`config.mk`:
```
export PLATFORM = sky130hd
export DESIGN_NAME = rpwu_scaler
export DESIGN_NICKNAME = d
export VERILOG_FILES = /design/src/design/rpwu_pkg.sv /design/src/design/rpwu_scaler.sv
export SDC_FILE = /design/constraint.sdc
export NUM_CORES = 1
export LEC_CHECK = 0
export BUFFER_PORTS_ARGS = -buffer_cell sky130_fd_sc_hd__buf_2
export CELL_PAD_IN_SITES_DETAIL_PLACEMENT = 1
export CELL_PAD_IN_SITES_GLOBAL_PLACEMENT = 2
export CORE_MARGIN = 3
export CORE_UTILIZATION = 41
export DETAILED_ROUTE_END_ITERATION = 8
export GPL_ROUTABILITY_DRIVEN = 0
export PLACE_DENSITY = 0.86
export SLEW_MARGIN = 20
export SYNTH_ARGS = -nofsm -noshare
export SYNTH_HDL_FRONTEND = slang
export SYNTH_SLANG_ARGS = --single-unit
```
`constraint.sdc`:
```
create_clock -name clk -period 9.2 [get_ports clk]
set_input_delay 1.38 -clock clk [delete_from_list [all_inputs] [get_ports clk]]
set_output_delay 1.38 -clock clk [all_outputs]
set_load 0.02 [all_outputs]
```
`src/design/rpwu_pkg.sv`:
```
// ----------------------------------------------------------------------------
// Rprop weight update package
// Field widths, codes, register indexes and the stored entry layout shared
// by the weight update core and its memory.
// ----------------------------------------------------------------------------
package rpwu_pkg;

  localparam int IDX_W   = 10;
  localparam int VAL_W   = 32;
  localparam int STEP_W  = 31;
  localparam int FACT_W  = 16;
  localparam int FRAC_SH = 14;
  localparam int CFG_IDX_W  = 3;
  localparam int CFG_DATA_W = 32;

  // Item kinds carried on tuser.
  localparam logic OP_LOAD   = 1'b0;
  localparam logic OP_UPDATE = 1'b1;

  // Stored gradient sign codes.
  localparam logic [1:0] SIGN_ZERO = 2'd0;
  localparam logic [1:0] SIGN_POS  = 2'd1;
  localparam logic [1:0] SIGN_NEG  = 2'd2;

  // Configuration register indexes.
  localparam logic [CFG_IDX_W-1:0] REG_INCREASE = 3'd0;
  localparam logic [CFG_IDX_W-1:0] REG_DECREASE = 3'd1;
  localparam logic [CFG_IDX_W-1:0] REG_STEP_MIN = 3'd2;
  localparam logic [CFG_IDX_W-1:0] REG_STEP_MAX = 3'd3;
  localparam logic [CFG_IDX_W-1:0] REG_STEP_INI = 3'd4;

  localparam logic [FACT_W-1:0] INCREASE_RST = 16'd19661;
  localparam logic [FACT_W-1:0] DECREASE_RST = 16'd8192;
  localparam logic [STEP_W-1:0] STEP_MIN_RST = 31'd0;
  localparam logic [STEP_W-1:0] STEP_MAX_RST = 31'd3276800;
  localparam logic [STEP_W-1:0] STEP_INI_RST = 31'd6554;

  localparam logic [STEP_W-1:0] STEP_SAT = '1;

  typedef enum logic [1:0] {
    KIND_LOAD,
    KIND_GROW,
    KIND_SHRINK,
    KIND_HOLD
  } kind_t;

  typedef struct packed {
    logic signed [VAL_W-1:0] weight;
    logic        [STEP_W-1:0] step;
    logic signed [VAL_W-1:0] last_move;
    logic        [1:0]        sign;
  } entry_t;

endpackage

```
`src/design/rpwu_scaler.sv`:
```
// ----------------------------------------------------------------------------
// Rprop step scaler
// Registered step by factor product, truncated by the Q2.14 fraction and
// saturated to the 31-bit step range.
// ----------------------------------------------------------------------------
module rpwu_scaler (
  input  logic                          clk,
  input  logic                          en,
  input  logic [rpwu_pkg::STEP_W-1:0]   step,
  input  logic [rpwu_pkg::FACT_W-1:0]   factor,
  output logic [rpwu_pkg::STEP_W-1:0]   scaled
);
  import rpwu_pkg::*;

  localparam int PROD_W = STEP_W + FACT_W;
  localparam int SHR_W  = PROD_W - FRAC_SH;

  logic [PROD_W-1:0] prod;
  logic [SHR_W-1:0]  shifted;

  always_ff @(posedge clk) begin
    if (en) begin
      prod <= PROD_W'(step) * PROD_W'(factor);
    end
  end

  assign shifted = prod[PROD_W-1:FRAC_SH];
  assign scaled  = (|shifted[SHR_W-1:STEP_W]) ? STEP_SAT : shifted[STEP_W-1:0];

endmodule

```
# After elaboration in Yosys (flattened, before gate mapping)
# Index checks and enable logic that the tools add are counted.
# totals
ff_bits	47
in_bits	49
output_inout_bits	31
# classes
mul	1
muxes	1
reduce_logical	1
# op_table
op	n
31-bit by 16-bit multiplier with 47-bit output	1
31-bit two-way mux	1
2-bit OR reduction	1

# Longest topological paths before layout
# Gate-level depths: netlist of run 1.
# logic_depth
depth_word	2
depth_mapped	23
ltp_nobuf	22

# Worst setup path before layout of run 1
# OpenSTA, ideal clock, no wires.
# synth_path
path_kind	in2reg
startpoint	in step[18] (netlist name)
endpoint	reg prod[43], data pin
setup_ns	0.260
arrival_time_ns	6.585
path_slack_ns	2.355
cell_stages	20
path_buffers	1
path_cell_list	clkbuf_1 nand2_1 fa_1 fa_1 fa_1 inv_1 fa_1 fa_1 inv_1 fa_1 inv_1 ha_1 a21o_1 a21o_1 a21o_1 o2bb2ai_1 o311ai_4 nand2_2 a221oi_2 xnor2_1
# synth_via
elab_chain_cells	1
# synth_lines
element	line	source
from (decl)	rpwu_scaler.sv:9	input logic [rpwu_pkg::STEP_W-1:0] step,
31-bit by 16-bit multiplier with 47-bit output	rpwu_scaler.sv:23	prod <= PROD_W'(step) * PROD_W'(factor);
to (signal assigned)	rpwu_scaler.sv:23	
to (decl)	rpwu_scaler.sv:18	logic [PROD_W-1:0] prod;
# No other way between the ends.
# A chain may end at the register's enable or synchronous reset.

# Final worst setup path of run 1
# layout_path
startpoint	in factor[1] (netlist name)
endpoint	reg prod[46], data pin
# layout_via
elab_chain_cells	1
# layout_lines
element	line	source
from (decl)	rpwu_scaler.sv:10	input logic [rpwu_pkg::FACT_W-1:0] factor,
31-bit by 16-bit multiplier with 47-bit output	rpwu_scaler.sv:23	
# No other way between the ends.

==> metrics.csv, run 1 <==
stage,metric,value,unit
run_status,run_status,"finished, final reports clean",
timing,measured_slew_at_the_worst_slew_check_pin,996,ps
global_route,grt_overflow,0,
finish,insertedDiodeCount,0,
global_route,number_of_global_route_vias_before_repair,14300,
placed_design,pre_cts_slack,1330,ps
route,dr.pass1.iters,4,
timing,timing.final.crit_share,0.824,
route,first_iter_violations,418,
cts,post_cts.repair.setup_buffers,0,
critical_path,critPathCaptureType,flip-flop,
finish,layoutNonFillerInstCount,2348,
finish,register_name_with_the_most_flops,prod,
timing,layout_min_cycle_time,7580,ps
finish,number_of_flip_flops_under_the_largest_register_name,33,
finish,area_delta_synth_final,5.54,%
critical_path,path_class,in2reg,
timing,totalNegativeSetupSlack,0,ps
synth,seq_area_frac_synth,0.0599,
floorplan,floorplan.initialDensity,0.421,
critical_path,setup.worst_path.start,factor[1],
route,antenna_violating_nets_post_route,0,
finish,num-fill-cells,4638,
critical_path,cp_data_required_time,9230,ps
cts,cts.reportedPaths.clkPinSlew,60,ps
cts,cts.sinks,33,
synth,synthesis.yosys.warnings,0,
placed_design,dpl.hpwl,38000,um
finish,nNetsFinal,2397,
timing,grt_setup_unrepaired,no,
synth,syn_nets,2393,
placed_design,io_buffer_count,79,
global_route,antenna_found_initial,0,
route,wl,48100,um
floorplan,boundaryPins,80,
worst_hold_path,timing.hold.worst.class,in2reg,
route,drt-vias-per-instance,5.22,
timing,setup_slack,1620,ps
route,route.vias.total,12300,
critical_path,worstPathMaxFanout,31,
finish,biggestRegsByFlops,prod: 33 flops,
global_route,grt_start_max_net_pins,34,
route,routed_wire_length_per_instance,20.5,um
placed_design,numPlacedInstances,2340,
critical_path,cp-start-kind,primary input,
synth,synth_top_area_share,0.488,
synth,netlist.top_cell.by_area,sky130_fd_sc_hd__fa_1,
timing,final-hold-violation-count,0,
timing,final_max_slew_viol_count,0,
synth,synth.top_cells.by_area,"sky130_fd_sc_hd__fa_1 49%, sky130_fd_sc_hd__inv_1 9.7%, sky130_fd_sc_hd__ha_1 8.8%",
timing,slew-limit-headroom,0.336,
global_route,global_route_wire_length_before_repair,76900,um
cts,htree_levels,2,
global_route,grtUsageTotal,0.235,
cts,max-clock-path-buffers,2,
synth,yosys.cell_types.count,53,
cts,cts_tree,done,
cts,post_cts_resize_count,0,
critical_path,worstPathArrival,7610,ps
synth,number_of_cells_produced_by_synthesis,1825,
synth,synth-seq-cells,33,
cts,cts-buffers-inserted,5,
floorplan,die_area,42800,um2
route,drcViolationCount,0,
floorplan,fp.dieW,207,um
synth,edff_count_synth,33,
synth,mappedNetlistArea,16500,um2
timing,finalHoldWorstSlack,1730,ps
timing,setup_viol_count_final,0,
job,drv.max_cap_violation_count,0,
worst_hold_path,hp-start,en,
floorplan,floorplan.core_area,39300,um2
synth,postSynth.topFlopCell,sky130_fd_sc_hd__edfxtp_1,
synth,syn-mean-instance-area,9.06,um2
timing,fmax,132,MHz
finish,final_layout_size_suffix_gt1_frac,0.0568,
floorplan,core.rowCount,72,
synth,async_flop_share,0,
cts,cts_root_buffer,sky130_fd_sc_hd__clkbuf_16,
floorplan,floorplan.die.height,207,um
cts,ctsHoldBuffers,0,
routing by layer:
| layer | up-vias | track usage | share of wire |
|---|---|---|---|
| met1 | 6574 | 0.286 | 0.39 |
| met2 | 265 | 0.443 | 0.54 |
| met3 | 75 | 0.0213 | 0.034 |
| li1 | 5348 | - | - |
| met4 | 0 | 0.0665 | 0.031 |
| met5 | - | 0 | 0 |
logic make-up after synthesis:
group | Yosys count | share of synthesized area
simple gates | 607 | 0.180
fa+ha+maj | 519 | 0.576
buf+inv | 515 | 0.117
compound gates | 119 | 0.0511
flops | 33 | 0.0599
xor+xnor | 32 | 0.0169
cell type report:
class	count	area, um2	area share
clock buffers	5	125	0.00717
clock inverters	3	41.3	0.00237
inverters	429	1610	0.0922
multi-input cells	1277	13600	0.780
flip-flops and latches	33	991	0.0568
well taps	518	648	0.0371
repair buffers	83	425	0.0244
placed cells by master (no fill, tap or decap), drive strengths merged, types with 4 or more instances in the layout:
| cell | synthesis | final |
|---|---|---|
| a211oi | 6 | 6 |
| a21boi | 4 | 4 |
| a21o | 30 | 30 |
| a21oi | 36 | 36 |
| and2 | 212 | 212 |
| buf | 0 | 83 |
| clkbuf | 86 | 5 |
| edfxtp | 33 | 33 |
| fa | 403 | 403 |
| ha | 116 | 116 |
| inv | 429 | 429 |
| nand2 | 309 | 309 |
| nand2b | 5 | 5 |
| nand4 | 6 | 6 |
| nor2 | 25 | 25 |
| o21ai | 14 | 14 |
| o21bai | 6 | 6 |
| or3 | 31 | 31 |
| xnor2 | 24 | 24 |
| xor2 | 8 | 8 |
synthesized netlist by cell type (2+ instances only):
master / number
sky130_fd_sc_hd__inv_1: 429
sky130_fd_sc_hd__xor2_1: 8
sky130_fd_sc_hd__and3_1: 3
sky130_fd_sc_hd__a21o_1: 30
sky130_fd_sc_hd__clkbuf_1: 86
sky130_fd_sc_hd__a211oi_2: 2
sky130_fd_sc_hd__nand3_1: 3
sky130_fd_sc_hd__nand2b_1: 5
sky130_fd_sc_hd__nor2_1: 25
sky130_fd_sc_hd__edfxtp_1: 33
sky130_fd_sc_hd__a21boi_1: 2
sky130_fd_sc_hd__nor3_1: 3
sky130_fd_sc_hd__o21ai_0: 12
sky130_fd_sc_hd__or2_2: 2
sky130_fd_sc_hd__o21a_1: 2
sky130_fd_sc_hd__or3_1: 31
sky130_fd_sc_hd__a211oi_1: 4
sky130_fd_sc_hd__ha_1: 116
sky130_fd_sc_hd__o21bai_1: 6
sky130_fd_sc_hd__and2_1: 212
sky130_fd_sc_hd__a31oi_1: 3
sky130_fd_sc_hd__o22ai_1: 2
sky130_fd_sc_hd__o211ai_1: 2
sky130_fd_sc_hd__fa_1: 403
sky130_fd_sc_hd__o21ai_1: 2
sky130_fd_sc_hd__nand4_1: 6
sky130_fd_sc_hd__nand2_1: 308
sky130_fd_sc_hd__a21oi_1: 35
sky130_fd_sc_hd__xnor2_1: 24
sky130_fd_sc_hd__nor2b_1: 3
stage by stage:
step,instance area (um2),utilization
after floorplan,16500,-
after global placement,17300,0.440
after detailed placement,17300,0.440
after CTS,17500,0.444
after global routing,17500,0.444
final,17500,0.444
worst max-delay path, cell delays in order:
cell,delay (ps)
sky130_fd_sc_hd__buf_2,630
sky130_fd_sc_hd__nand2_1,180
sky130_fd_sc_hd__fa_1,540
sky130_fd_sc_hd__fa_1,510
sky130_fd_sc_hd__fa_1,520
sky130_fd_sc_hd__inv_1,60
sky130_fd_sc_hd__fa_1,500
sky130_fd_sc_hd__fa_1,500
sky130_fd_sc_hd__inv_1,50
sky130_fd_sc_hd__fa_1,490
sky130_fd_sc_hd__inv_1,50
sky130_fd_sc_hd__ha_1,360
sky130_fd_sc_hd__a21o_1,160
sky130_fd_sc_hd__a21o_1,120
sky130_fd_sc_hd__a21oi_1,90
sky130_fd_sc_hd__o2bb2ai_1,550
sky130_fd_sc_hd__o21ai_0,340
sky130_fd_sc_hd__a21o_1,280
sky130_fd_sc_hd__a21oi_1,170
sky130_fd_sc_hd__o211ai_1,120
final timing paths:
path / end / cells past startpoint
setup / recovery: prod[46]$_DFFE_PP_ / 20
hold / removal: prod[35]$_DFFE_PP_ / 1
Power of run 1 is not shown: default switching activity piles up to over one toggle a cycle in this logic, so the estimate is an artifact.
==> run 2, diff against run 1 <==
- clock period: 9.2 -> 7.05 ns (I/O delays scaled with it)
==> metrics.csv, run 2 (synthesis results as in run 1) <==
stage,metric,value,unit
timing,slew-limit-headroom,0.413,
finish,nNetsFinal,2469,
run_status,run_status,"finished, final reports clean",
cts,cts.sinks,33,
critical_path,critical_path.slowest_cell,sky130_fd_sc_hd__fa_1,
finish,area_delta_synth_final,8.87,%
worst_hold_path,timing.hold.worst.class,in2reg,
route,wl,47100,um
global_route,grt_start_max_net_pins,34,
floorplan,die_area,42800,um2
timing,fmax,147,MHz
global_route,grtUsageTotal,0.232,
floorplan,boundaryPins,80,
route,routed_wire_length_per_instance,19.4,um
cts,htree_levels,2,
floorplan,floorplan.initialDensity,0.421,
route,route.vias.total,12400,
timing,measured_slew_at_the_worst_slew_check_pin,881,ps
critical_path,critical-path-max-stage-delay,570,ps
cts,cts-buffers-inserted,5,
cts,cts.reportedPaths.clkPinSlew,50,ps
critical_path,worst_path_most_repeated_cell,sky130_fd_sc_hd__fa_1,
route,drt-vias-per-instance,5.11,
placed_design,io_buffer_count,79,
critical_path,worstPathMaxFanout,14,
global_route,antenna_found_initial,5,
finish,layoutNonFillerInstCount,2423,
critical_path,path_class,in2reg,
floorplan,floorplan.die.height,207,um
finish,biggestRegsByFlops,prod: 33 flops,
route,first_iter_violations,439,
finish,register_name_with_the_most_flops,prod,
critical_path,cp_data_required_time,7080,ps
critical_path,worstPathArrival,6820,ps
critical_path,crit_chain,buf_2 > buf_4 > and2_1 > fa_1 > fa_1 > ha_1 > inv_1 > fa_1 > inv_1 > fa_1 > inv_1 > fa_1 > inv_1 > ha_1 > a21oi_1 > o21a_1 > o221ai_1 > o211a_4 > o311ai_4 > nand2_2 > a221oi_2 > xnor2_1,
job,drv.max_cap_violation_count,0,
cts,max-clock-path-buffers,2,
cts,ctsHoldBuffers,0,
timing,timing.final.crit_share,0.963,
floorplan,core.rowCount,72,
critical_path,crit_buf_inv,6,
route,drcViolationCount,0,
timing,grt_setup_unrepaired,no,
floorplan,fp.dieW,207,um
timing,final_max_slew_viol_count,0,
global_route,number_of_global_route_vias_before_repair,14700,
placed_design,dpl.hpwl,41100,um
critical_path,critical-path-top-delay-family,adder cells,
cts,cts_root_buffer,sky130_fd_sc_hd__clkbuf_16,
timing,layout_min_cycle_time,6790,ps
route,antenna_violating_nets_post_route,0,
finish,number_of_flip_flops_under_the_largest_register_name,33,
finish,layout.cells.most_common_list,"429 x sky130_fd_sc_hd__inv_1, 403 x sky130_fd_sc_hd__fa_1, 308 x sky130_fd_sc_hd__nand2_1",
global_route,global_route_wire_length_before_repair,76800,um
timing,final-hold-violation-count,0,
placed_design,numPlacedInstances,2412,
floorplan,floorplan.core_area,39300,um2
critical_path,cp-start-kind,primary input,
cts,post_cts.repair.setup_buffers,0,
route,dr.pass1.iters,4,
finish,layout.cells.most_common,sky130_fd_sc_hd__inv_1,
finish,fin_util,0.458,
finish,final_layout_size_suffix_gt1_frac,0.0921,
cts,cts_tree,done,
global_route,grt_overflow,0,
critical_path,critPathCaptureType,flip-flop,
timing,setup_viol_count_final,0,
timing,totalNegativeSetupSlack,0,ps
==> run 2: changes by cell type in the layout (fill, tap and decap cells not counted), sizes merged <==
cell,change
buf,+71
diode,+4
clkbuf,+2
bufinv,-1
clkinvlp,-1
==> run 2: what timing repair did <==
action	4_1_cts	5_1_grt
endpoints found under the hold margin	0	0
gates resized for setup	0	2
setup endpoints to repair	0	5
==> run 2: worst paths after layout <==
| path | from | end | slack, ps | cells after the start |
|---|---|---|---|---|
| min | en | prod[37]$_DFFE_PP_ | 1400 | 1 |
| max | factor[3] | prod[43]$_DFFE_PP_ | 260 | 22 |
==> run 2: per-stage QoR <==
| stage | hold WS, ps | instance area, um2 | setup WS (ps) |
|---|---|---|---|
| global route | 1440 | 18000 | 6.70 |
| detailed placement | 1590 | 17900 | -38.7 |
| floorplan | 1170 | 16500 | 528 |
| global placement | 1590 | 17900 | 56.0 |
| finish | 1400 | 18000 | 259 |
| CTS | 1410 | 18000 | 247 |
==> run 2: layer usage <==
metal,track usage,up-vias,routed length (um)
li1,-,5501,-
met1,0.262,6584,17600
met2,0.456,200,26700
met3,0.0194,97,976
met4,0.0799,4,1760
met5,0,-,29
==> run 2: final cells by class <==
type	count	area [um2]
antenna	4	10.0
clock buffer	6	129
clock inverter	1	3.75
fill	4660	21300
inverter	429	1610
multi-input combinational	1277	13600
sequential	33	991
tap	518	648
timing repair buffer	155	993
Power of run 2 is left out for the same reason.
